$ cat config.mk
export PLATFORM = sky130hd
export DESIGN_NAME = keyed_deque_table_core
export DESIGN_NICKNAME = d
export VERILOG_FILES = /design/src/design/kdt_pkg.sv /design/src/design/kdt_store.sv /design/src/design/keyed_deque_table_core.sv
export SDC_FILE = /design/constraint.sdc
export NUM_CORES = 2
export LEC_CHECK = 0
export BUFFER_PORTS_ARGS = -buffer_cell sky130_fd_sc_hd__buf_2
export CELL_PAD_IN_SITES_DETAIL_PLACEMENT = 0
export CELL_PAD_IN_SITES_GLOBAL_PLACEMENT = 2
export CORE_ASPECT_RATIO = 0.9
export CORE_MARGIN = 2
export CORE_UTILIZATION = 25
export DETAILED_ROUTE_END_ITERATION = 16
export PLACE_DENSITY = 0.59
export SYNTH_ARGS = -nofsm -noshare
export SYNTH_HDL_FRONTEND = slang
export SYNTH_MEMORY_MAX_BITS = 65536
export SYNTH_SLANG_ARGS = --single-unit
$ cat constraint.sdc
create_clock -name clk -period 6.41 [get_ports clk]
set_input_delay 0.9615 -clock clk [delete_from_list [all_inputs] [get_ports clk]]
set_output_delay 0.9615 -clock clk [all_outputs]
set_load 0.03 [all_outputs]
$ cat src/design/kdt_pkg.sv
`timescale 1ns / 1ps
package kdt_pkg;
  localparam int DEPTH_DEF = 64;
  localparam int KEY_W = 16;
  localparam int PRICE_W = 24;
  localparam int QTY_W = 32;
  localparam int COUNT_W = 7;
  localparam int ENTRY_W = KEY_W + PRICE_W + QTY_W;

  localparam logic [2:0] ACT_PUSH_BACK  = 3'd0;
  localparam logic [2:0] ACT_PUSH_FRONT = 3'd1;
  localparam logic [2:0] ACT_POP_FRONT  = 3'd2;
  localparam logic [2:0] ACT_POP_BACK   = 3'd3;
  localparam logic [2:0] ACT_FIND       = 3'd4;
  localparam logic [2:0] ACT_REMOVE     = 3'd5;
  localparam logic [2:0] ACT_UPDATE     = 3'd6;

  localparam logic [1:0] ST_OK    = 2'd0;
  localparam logic [1:0] ST_NONE  = 2'd1;
  localparam logic [1:0] ST_FULL  = 2'd2;
endpackage

$ cat src/design/kdt_store.sv
`timescale 1ns / 1ps
module kdt_store #(
  parameter int DEPTH = kdt_pkg::DEPTH_DEF,
  parameter int AW = $clog2(DEPTH)
) (
  input  logic                       clk,
  input  logic                       wr_en,
  input  logic [AW-1:0]              wr_addr,
  input  logic [kdt_pkg::ENTRY_W-1:0] wr_data,
  input  logic [AW-1:0]              rd_addr,
  output logic [kdt_pkg::ENTRY_W-1:0] rd_data
);
  logic [kdt_pkg::ENTRY_W-1:0] mem [DEPTH];

  always_ff @(posedge clk) begin
    if (wr_en) mem[wr_addr] <= wr_data;
    rd_data <= mem[rd_addr];
  end
endmodule

$ cat src/design/keyed_deque_table_core.sv
`timescale 1ns / 1ps
// Channel | Ports                                         | Direction
// input   | start, busy, in_action/key/price/quantity     | in (busy out)
// result  | out_valid, out_status/entry_*                 | out
// Push writes the store in its dispatch state. Pop, find, update and remove
// read the store through its registered read port; find, update and remove
// scan from the front, and remove then shifts each later entry one place
// toward the front, with one read and one write per entry moved.
// Synchronous active-low reset clears head and count, sets the key counter to
// 1 and holds busy high; the store needs no clearing. Results are strobed one
// cycle on out_valid and cannot be stalled; busy is high from acceptance until
// the strobe cycle, which starts with busy low.
module keyed_deque_table_core #(
  parameter int DEPTH = kdt_pkg::DEPTH_DEF,
  parameter int AW = $clog2(DEPTH)
) (
  input  logic                        clk,
  input  logic                        rst_n,
  input  logic                        start,
  output logic                        busy,
  input  logic [2:0]                  in_action,
  input  logic [kdt_pkg::KEY_W-1:0]   in_key,
  input  logic [kdt_pkg::PRICE_W-1:0] in_price,
  input  logic signed [kdt_pkg::QTY_W-1:0] in_quantity,
  output logic                        out_valid,
  output logic [1:0]                  out_status,
  output logic [kdt_pkg::KEY_W-1:0]   out_entry_key,
  output logic [kdt_pkg::PRICE_W-1:0] out_entry_price,
  output logic signed [kdt_pkg::QTY_W-1:0] out_entry_quantity,
  output logic [kdt_pkg::COUNT_W-1:0] out_entry_count
);
  localparam int CW = $clog2(DEPTH + 1);
  localparam int KW = kdt_pkg::KEY_W;
  localparam int PW = kdt_pkg::PRICE_W;
  localparam int QW = kdt_pkg::QTY_W;
  localparam int EW = kdt_pkg::ENTRY_W;

  typedef enum logic [2:0] {S_IDLE, S_DISPATCH, S_SCAN_RD, S_SCAN_CMP, S_MOVE_RD,
                            S_MOVE_WR, S_POP_RD, S_DONE} state_t;

  state_t          state_r;
  logic [AW-1:0]   head_r;
  logic [CW-1:0]   count_r;
  logic [KW-1:0]   next_key_r;
  logic [CW-1:0]   pos_r;
  logic [2:0]      act_r;
  logic [KW-1:0]   key_r;
  logic [PW-1:0]   price_r;
  logic [QW-1:0]   qty_r;
  logic            mem_wr;
  logic [AW-1:0]   mem_waddr, mem_raddr;
  logic [EW-1:0]   mem_wdata, mem_rdata;
  logic [AW-1:0]   pos_slot, nxt_slot;

  // ring adder function: logical position to physical slot
  function automatic logic [AW-1:0] ring(input logic [AW-1:0] h, input logic [CW-1:0] p);
    logic [AW:0] s;
    s = {1'b0, h} + (AW+1)'(p);
    if (s >= (AW+1)'(DEPTH)) s = s - (AW+1)'(DEPTH);
    return s[AW-1:0];
  endfunction

  assign pos_slot = ring(head_r, pos_r);
  assign nxt_slot = ring(head_r, pos_r + CW'(1));

  always_comb begin
    mem_wr    = 1'b0;
    mem_waddr = pos_slot;
    mem_wdata = mem_rdata;
    mem_raddr = pos_slot;
    case (state_r)
      S_DISPATCH: begin
        if (act_r == kdt_pkg::ACT_PUSH_BACK || act_r == kdt_pkg::ACT_PUSH_FRONT) begin
          mem_wr    = (count_r < CW'(DEPTH));
          mem_wdata = {next_key_r, price_r, qty_r};
        end
      end
      S_SCAN_CMP: begin
        mem_wr    = (act_r == kdt_pkg::ACT_UPDATE) && (mem_rdata[EW-1 -: KW] == key_r);
        mem_wdata = {mem_rdata[EW-1 -: KW], price_r, qty_r};
      end
      S_MOVE_RD: mem_raddr = nxt_slot;
      S_MOVE_WR: mem_wr = 1'b1;
      default: ;
    endcase
  end

  kdt_store #(.DEPTH(DEPTH), .AW(AW)) u_store (
    .clk(clk), .wr_en(mem_wr), .wr_addr(mem_waddr), .wr_data(mem_wdata),
    .rd_addr(mem_raddr), .rd_data(mem_rdata)
  );

  assign busy = (state_r != S_IDLE) || !rst_n;

  always_ff @(posedge clk) begin
    if (!rst_n) begin
      state_r    <= S_IDLE;
      head_r     <= '0;
      count_r    <= '0;
      next_key_r <= KW'(1);
      out_valid  <= 1'b0;
    end else begin
      out_valid <= 1'b0;
      case (state_r)
        S_IDLE: if (start) begin
          act_r   <= in_action;
          key_r   <= in_key;
          price_r <= in_price;
          qty_r   <= in_quantity;
          state_r <= S_DISPATCH;
          // push front lands at head-1 (at head when empty), push back at count
          if (in_action == kdt_pkg::ACT_PUSH_FRONT)
            pos_r <= (count_r == CW'(0)) ? '0 : CW'(DEPTH - 1);
          else if (in_action == kdt_pkg::ACT_PUSH_BACK) pos_r <= count_r;
          else if (in_action == kdt_pkg::ACT_POP_BACK) pos_r <= count_r - CW'(1);
          else pos_r <= '0;
        end
        S_DISPATCH: begin
          out_status <= kdt_pkg::ST_NONE;
          out_entry_key <= '0;
          out_entry_price <= '0;
          out_entry_quantity <= '0;
          out_entry_count <= kdt_pkg::COUNT_W'(count_r);
          state_r <= S_DONE;
          case (act_r)
            kdt_pkg::ACT_PUSH_BACK, kdt_pkg::ACT_PUSH_FRONT: begin
              if (count_r >= CW'(DEPTH)) begin
                out_status <= kdt_pkg::ST_FULL;
              end else begin
                out_status <= kdt_pkg::ST_OK;
                out_entry_key <= next_key_r;
                out_entry_price <= price_r;
                out_entry_quantity <= qty_r;
                out_entry_count <= kdt_pkg::COUNT_W'(count_r + CW'(1));
                count_r <= count_r + CW'(1);
                next_key_r <= (next_key_r == '1) ? KW'(1) : next_key_r + KW'(1);
                if (act_r == kdt_pkg::ACT_PUSH_FRONT) head_r <= pos_slot;
              end
            end
            kdt_pkg::ACT_POP_FRONT, kdt_pkg::ACT_POP_BACK:
              if (count_r != '0) state_r <= S_POP_RD;
            kdt_pkg::ACT_FIND, kdt_pkg::ACT_REMOVE, kdt_pkg::ACT_UPDATE:
              if (count_r != '0) state_r <= S_SCAN_RD;
            default: ;
          endcase
        end
        S_POP_RD: begin
          state_r <= S_SCAN_CMP;
        end
        S_SCAN_RD: state_r <= S_SCAN_CMP;
        S_SCAN_CMP: begin
          if (act_r == kdt_pkg::ACT_POP_FRONT || act_r == kdt_pkg::ACT_POP_BACK) begin
            out_status <= kdt_pkg::ST_OK;
            {out_entry_key, out_entry_price, out_entry_quantity} <= mem_rdata;
            out_entry_count <= kdt_pkg::COUNT_W'(count_r - CW'(1));
            count_r <= count_r - CW'(1);
            if (act_r == kdt_pkg::ACT_POP_FRONT) head_r <= ring(head_r, CW'(1));
            state_r <= S_DONE;
          end else if (mem_rdata[EW-1 -: KW] == key_r) begin
            out_status <= kdt_pkg::ST_OK;
            out_entry_key <= mem_rdata[EW-1 -: KW];
            if (act_r == kdt_pkg::ACT_UPDATE) begin
              out_entry_price <= price_r;
              out_entry_quantity <= qty_r;
            end else begin
              out_entry_price <= mem_rdata[QW +: PW];
              out_entry_quantity <= mem_rdata[QW-1:0];
            end
            if (act_r == kdt_pkg::ACT_REMOVE) begin
              out_entry_count <= kdt_pkg::COUNT_W'(count_r - CW'(1));
              state_r <= (pos_r + CW'(1) < count_r) ? S_MOVE_RD : S_DONE;
              if (pos_r + CW'(1) >= count_r) count_r <= count_r - CW'(1);
            end else begin
              state_r <= S_DONE;
            end
          end else if (pos_r + CW'(1) < count_r) begin
            pos_r <= pos_r + CW'(1);
            state_r <= S_SCAN_RD;
          end else begin
            state_r <= S_DONE;
          end
        end
        S_MOVE_RD: state_r <= S_MOVE_WR;
        S_MOVE_WR: begin
          // slot pos takes the entry behind it; advance the gap
          if (pos_r + CW'(2) < count_r) begin
            pos_r <= pos_r + CW'(1);
            state_r <= S_MOVE_RD;
          end else begin
            count_r <= count_r - CW'(1);
            state_r <= S_DONE;
          end
        end
        S_DONE: begin
          out_valid <= 1'b1;
          state_r <= S_IDLE;
        end
        default: state_r <= S_IDLE;
      endcase
    end
  end

  a_count_range: assert property (@(posedge clk) disable iff (!rst_n)
    count_r <= CW'(DEPTH)) else $error("count over depth");
  a_key_nonzero: assert property (@(posedge clk) disable iff (!rst_n)
    next_key_r != '0) else $error("key counter hit zero");
  a_strobe_idle: assert property (@(posedge clk) disable iff (!rst_n)
    out_valid |-> !busy) else $error("result while busy");
  a_hold_used: assert property (@(posedge clk) disable iff (!rst_n)
    (state_r == S_MOVE_WR) |-> $past(state_r == S_MOVE_RD))
    else $error("move write without read");
endmodule

Yosys cells after proc, flatten, opt, wreduce, memory -nomap -nowiden

Memories as Yosys holds them, arrays and structs flattened. A register that Yosys moved wholly into a read port is not among the register bits.
Cells that the tools add are included.
W data, S select, Z words.

Add/subtract/negate cells: 11
Order comparisons: 8
Equality and inequality tests: 31
Mux-type cells: 73
Bitwise operators: 1
Reduce and logical (&&, ||, !) cells: 25

Operators by type and width:

| operator                | number |
|---|---|
| $mux W32                | 5 |
| $pmux W72 S2            | 1 |
| $mux W7                 | 18 |
| $mux W24                | 5 |
| $mux W16                | 5 |
| $mux W72                | 1 |
| $pmux W32 S2            | 1 |
| $mux W6                 | 10 |
| $pmux W24 S2            | 1 |
| $pmux W7 S3             | 2 |
| $pmux W16 S2            | 1 |
| $ge A7 B7 Y1 const B    | 4 |
| $eq A3 B3 Y1 const B    | 7 |
| $pmux W3 S7             | 1 |
| $ne A2 B2 Y1 const B    | 10 |
| $sub A6 B1 Y6 const B   | 3 |
| $add A16 B1 Y16 const B | 1 |
| $eq A16 B16 Y1          | 1 |
| $eq A16 B16 Y1 const B  | 1 |
| $eq A3 B2 Y1 const B    | 5 |
| $mux W3                 | 5 |
| $add A6 B7 Y7           | 2 |
| $add A7 B1 Y7 const B   | 2 |
| $lt A7 B7 Y1            | 2 |
| 31 further kinds        | 55 |

Flip-flop bits (word level): 196
Bits in writable memories: 4608
Input bits: 78
Output and inout port bits: 83
Word-level logic and storage cells: 165
Memories kept: 1

Memory list:

| name        | words | bits a word | rd ports | clocked after Yosys merged registers in | write ports | RTL line        | source |
|---|---|---|---|---|---|---|---|
| u_store.mem | 64    | 72          | 1        | 1                                       | 1           | kdt_store.sv:13 | `logic [kdt_pkg::ENTRY_W-1:0] mem [DEPTH];` |

Depth between registers and ports, before layout

Depth after elaboration: 7
Depth in mapped cells: 14
Gate-level depth less buffers: 11

Cells and area by module

Synthesis repeated with hierarchy kept, for this count alone.

Cell total of the unflattened synthesis: 8420
Area total of the unflattened synthesis: 186179.8 sq um

By module, submodules not included:

| module                 | times used | cells an instance | area each (sq um) | seq. area each (sq um) |
|---|---|---|---|---|
| kdt_store              | 1          | 7627              | 176234.0          | 139814.1 |
| keyed_deque_table_core | 1          | 793               | 9945.8            | 5555.3 |

Least setup slack after synthesis

OpenSTA, ideal clock, no wires.

Path type: flip-flop to flip-flop
Start: register pos_r[0]
End: memory u_store.mem[0][0] in the netlist's numbering (enable)
Library setup time: 0.503 ns
Data arrival time: 5.448 ns
Data required time: 5.907 ns
Path slack: 0.459 ns
Cell stages (with the launch flop): 10
Buffers on the path: 1
Period minus slack after synthesis: 5.951 ns
Path through: edfxtp_1 ha_1 fa_1 a21o_1 and2_1 o41a_1 o211a_1 or2_2 clkbuf_1 nor2_1

Cells in the longest elaborated chain, start to end: 3
Elaborated cells on any way between the ends: 4
Those cells by class: 2 x add/sub; 1 x order compare; 1 x mux

RTL lines:

| element                                       | RTL line                      | source |
|---|---|---|
| from (decl)                                   | keyed_deque_table_core.sv:45  | `logic [CW-1:0] pos_r;` |
| from (signal assigned)                        | keyed_deque_table_core.sv:113 | `pos_r <= (count_r == CW'(0)) ? '0 : CW'(DEPTH - 1);` |
| from (signal assigned)                        | keyed_deque_table_core.sv:114 | `else if (in_action == kdt_pkg::ACT_PUSH_BACK) pos_r <= count_r;` |
| from (signal assigned)                        | keyed_deque_table_core.sv:115 | `else if (in_action == kdt_pkg::ACT_POP_BACK) pos_r <= count_r - CW'(1);` |
| $add A6 B7 Y7 (*)                             | keyed_deque_table_core.sv:58  | `s = {1'b0, h} + (AW+1)'(p);` |
| $sub A6 B1 Y6 or $ge A7 B7 Y1 (tied branches) | keyed_deque_table_core.sv:59  | `if (s >= (AW+1)'(DEPTH)) s = s - (AW+1)'(DEPTH);` |
| $mux W6 (*)                                   | keyed_deque_table_core.sv:59  |  |
| to (decl)                                     | kdt_store.sv:13               |  |

Every way passes the cells marked *; elsewhere a longest branch is shown, timed or not.

Final worst setup path

Start: register pos_r[1]
End: register u_store.rd_data[38] in the netlist's numbering (read register of u_store.mem)

Cells in the longest elaborated chain, start to end: 5
Elaborated cells on any way between the ends: 10
Those cells by class: 5 x add/sub; 2 x order compare; 3 x mux

RTL lines:

| element                                       | RTL line                     | source |
|---|---|---|
| $add A7 B1 Y7                                 | keyed_deque_table_core.sv:64 | `assign nxt_slot = ring(head_r, pos_r + CW'(1));` |
| $add A6 B7 Y7                                 | keyed_deque_table_core.sv:58 |  |
| $sub A6 B1 Y6 or $ge A7 B7 Y1 (tied branches) | keyed_deque_table_core.sv:59 |  |
| $mux W6                                       | keyed_deque_table_core.sv:59 |  |
| $mux W6 (*)                                   | keyed_deque_table_core.sv:71 | `case (state_r)` |
| to (decl)                                     | kdt_store.sv:11              | `output logic [kdt_pkg::ENTRY_W-1:0] rd_data` |

Marked as above.
A chain may end at the register's enable or synchronous reset.

==> out/results.ini <==
[status]
outcome=finished with violations
failed_checks=max-capacitance violations

[logic_synthesis]
synth_seq_cells=4876
synthCells=13200
syn_area_per_cell_sq_um=14.6
ys.flop_type=edfxtp_1
synth_cell_types=79
ys_async_sr_fraction_pct=0
synth-edff-count=4771
synthesis.area_sq_um=194000
yosysSeqAreaShare_pct=75.1
synthesis.nets=13300
yosysWarnings=0

[detailed_routing]
wl_per_cell_um=32.3
ant_nets=0
drc_errors=0
drt-total-wl_mm=784
vias_per_cell=5.28
drtPass1Iterations=10
first_iter_violations=15700
vias=128000

[finish]
final_cell_mix=edfxtp_1, nand2_1, nand3_1
seq_area_sq_um=145000
fin_nets=13600
final_common_cell=edfxtp_1
final_layout_size_suffix_gt1_share_pct=11.3
fillCellCount=76700
area_growth_pct=18.2
multiInputGateArea_sq_um=44800
final_cells=24300

[min_path]
worstHoldEndpoint=qty_r[25]
whs_path_depth=1
hold_start=in_quantity[25]
min_path_type=in2reg

[cts]
cts_resized=0
cts_hold_buf=44
clockBufferDepth=4
clock-sinks=4876
h-tree-depth=6
cts_tree=built
cts-buffers-inserted=556
cts_root_buf=clkbuf_16
post_cts_buffers=0
clkLatencyLatePin_ns=1.15
clk_pin_slew_ns=0.06

[sta]
setup_viol=0
min_period_over_period_pct=79.1
finalClockSkew_ns=0.0865
fin_tns_setup_ns=0
rsz0062_at_grt=no
finalHoldViolations=0
relSlewSlack_pct=1.10
period_needed_ns=5.07
worst_pin_slew_ns=1.47
fin_ws_ns=1.34
max_freq_ghz=0.197
whs_ns=0.0349
drv_slew=0

[critical_path]
reg2reg_depth=11
critical_path.max_fanout=51
endpoint_kind=flop
required_ns=7.44
crit_path_start_kind=flop
path_class=reg2reg
r2r-end=u_store.rd_data[38]
rrSetupSlack_ns=1.34
cp.arrival_ns=6.10
rr_startpoint=pos_r[1]

[die]
start_util_pct=25.1
dieArea_sq_um=781000
num_rows=306
fp.coreArea_sq_um=771000
die_w_um=932
io_pins=161
die_h_um=839

[pwr]
power_density_nw_per_um2=503
power.leakage_nw=72.2
ir_worst_vdd_mv=0.539

[global_routing]
overflow=0
grt_pass1_vias=120000
grt_pass1_wl_mm=1060
grt_start_max_net_pins=134
antenna_found_initial=54
track_usage_pct=19.2

[placed_design]
place_ws_ns=1.26
placed_cells_incl_taps=23200
dp_hpwl_mm=400
io_buffers=160
gp_congestion=0.749

[run]
drv_cap=1

[cell families after synthesis]
| group | share of synthesized area (%) |
|---|---|
| buffers and inverters | 2.17 |
| multiplexers | 2.96 |
| AND/OR/NAND/NOR | 9.89 |
| adder cells (fa/ha/maj) | 0.215 |
| XOR/XNOR | 0.267 |
| flip-flops | 75.1 |
| AO/OA/AOI/OAI | 9.40 |
[final cells by class]
type / count / share of cell area, %
Tap cell: 10300 / 5.64
Timing Repair Buffer: 677 / 3.47
Multi-Input combinational cell: 7318 / 19.6
Clock inverter: 269 / 1.11
Clock buffer: 733 / 6.55
Inverter: 24 / 0.0427
Sequential cell: 4876 / 63.5
Antenna cell: 43 / 0.0470
[sequential cells by signal (all words and copies together) (netlist names), 16 cells and up]
name	cells
u_store.mem	4608
u_store.rd_data	72
out_entry_quantity	32
qty_r	32
out_entry_price	24
price_r	24
key_r	16
next_key_r	16
out_entry_key	16
[through the flow]
stage	util [%]	area, sq um	total power, W
after floorplan	-	194000	0.0658
after global placement	27.3	211000	0.0842
after detailed placement	27.3	211000	0.0843
after CTS	29.6	229000	0.115
after global routing	29.6	229000	0.119
final	29.7	229000	0.115
[critical path, stage by stage (launching register included)]
cell      delay (ns)
edfxtp_1        0.52
ha_1            0.28
xor2_1          0.36
ha_1            0.37
xnor2_1         0.77
nand2_4         0.45
nand2_8         0.68
buf_4           0.56
nand3_1         0.14
nand4_1         0.15
nand3_1         0.21
and4bb_1        0.32
[worst max path at each step]
| stage | start | to | cells past startpoint |
|---|---|---|---|
| after floorplan | pos_r[0] | u_store.mem[0][0] | 9 |
| after global placement | pos_r[1] | u_store.rd_data[38] | 11 |
| after detailed placement | pos_r[1] | u_store.rd_data[38] | 11 |
| after CTS | pos_r[1] | u_store.rd_data[38] | 11 |
| after global routing | pos_r[1] | u_store.rd_data[38] | 11 |
| final | pos_r[1] | u_store.rd_data[38] | 11 |
[where the power goes]
group	switching [W]	internal [W]	total, W
logic	0.0305	0.0108	0.0412
registers	0.00102	0.0416	0.0426
clock network	0.0135	0.0177	0.0312
[routing by layer]
layer	up-vias	track usage (%)	share of wire [%]
li1	53200	-	-
met1	68300	26.8	43
met2	5502	31.3	47
met3	995	2.62	7.0
met4	0	5.31	3.0
met5	-	0	0
[Yosys cell counts, types with 9 or more instances]
cell type | instances | area (sq um)
edfxtp_1 | 4771 | 143000
nand2_1 | 2494 | 9360
nand3_1 | 825 | 4130
clkbuf_1 | 719 | 2700
o221ai_1 | 691 | 6050
a32oi_1 | 533 | 4670
nand4_1 | 524 | 3280
mux2i_1 | 493 | 4930
o21ai_0 | 434 | 2170
o22ai_1 | 404 | 2530
buf_2 | 206 | 1030
and3_1 | 141 | 882
a21oi_1 | 124 | 621
nor2_1 | 116 | 435
dfxtp_1 | 105 | 2100
buf_1 | 92 | 345
a22o_1 | 74 | 648
mux2_2 | 70 | 788
a222oi_1 | 40 | 400
ha_1 | 30 | 375
xor2_1 | 30 | 263
a31oi_1 | 28 | 175
o2111ai_1 | 25 | 219
inv_1 | 24 | 90.1
xnor2_1 | 24 | 210
nor4bb_1 | 22 | 220
a22oi_1 | 20 | 150
nor4_1 | 18 | 113
and4_1 | 13 | 114
nor3_1 | 13 | 65.1
o211ai_1 | 12 | 90.1
and4bb_1 | 11 | 138
and2_1 | 9 | 56.3
or3_1 | 9 | 56.3
(Power assumes the default switching activity.)
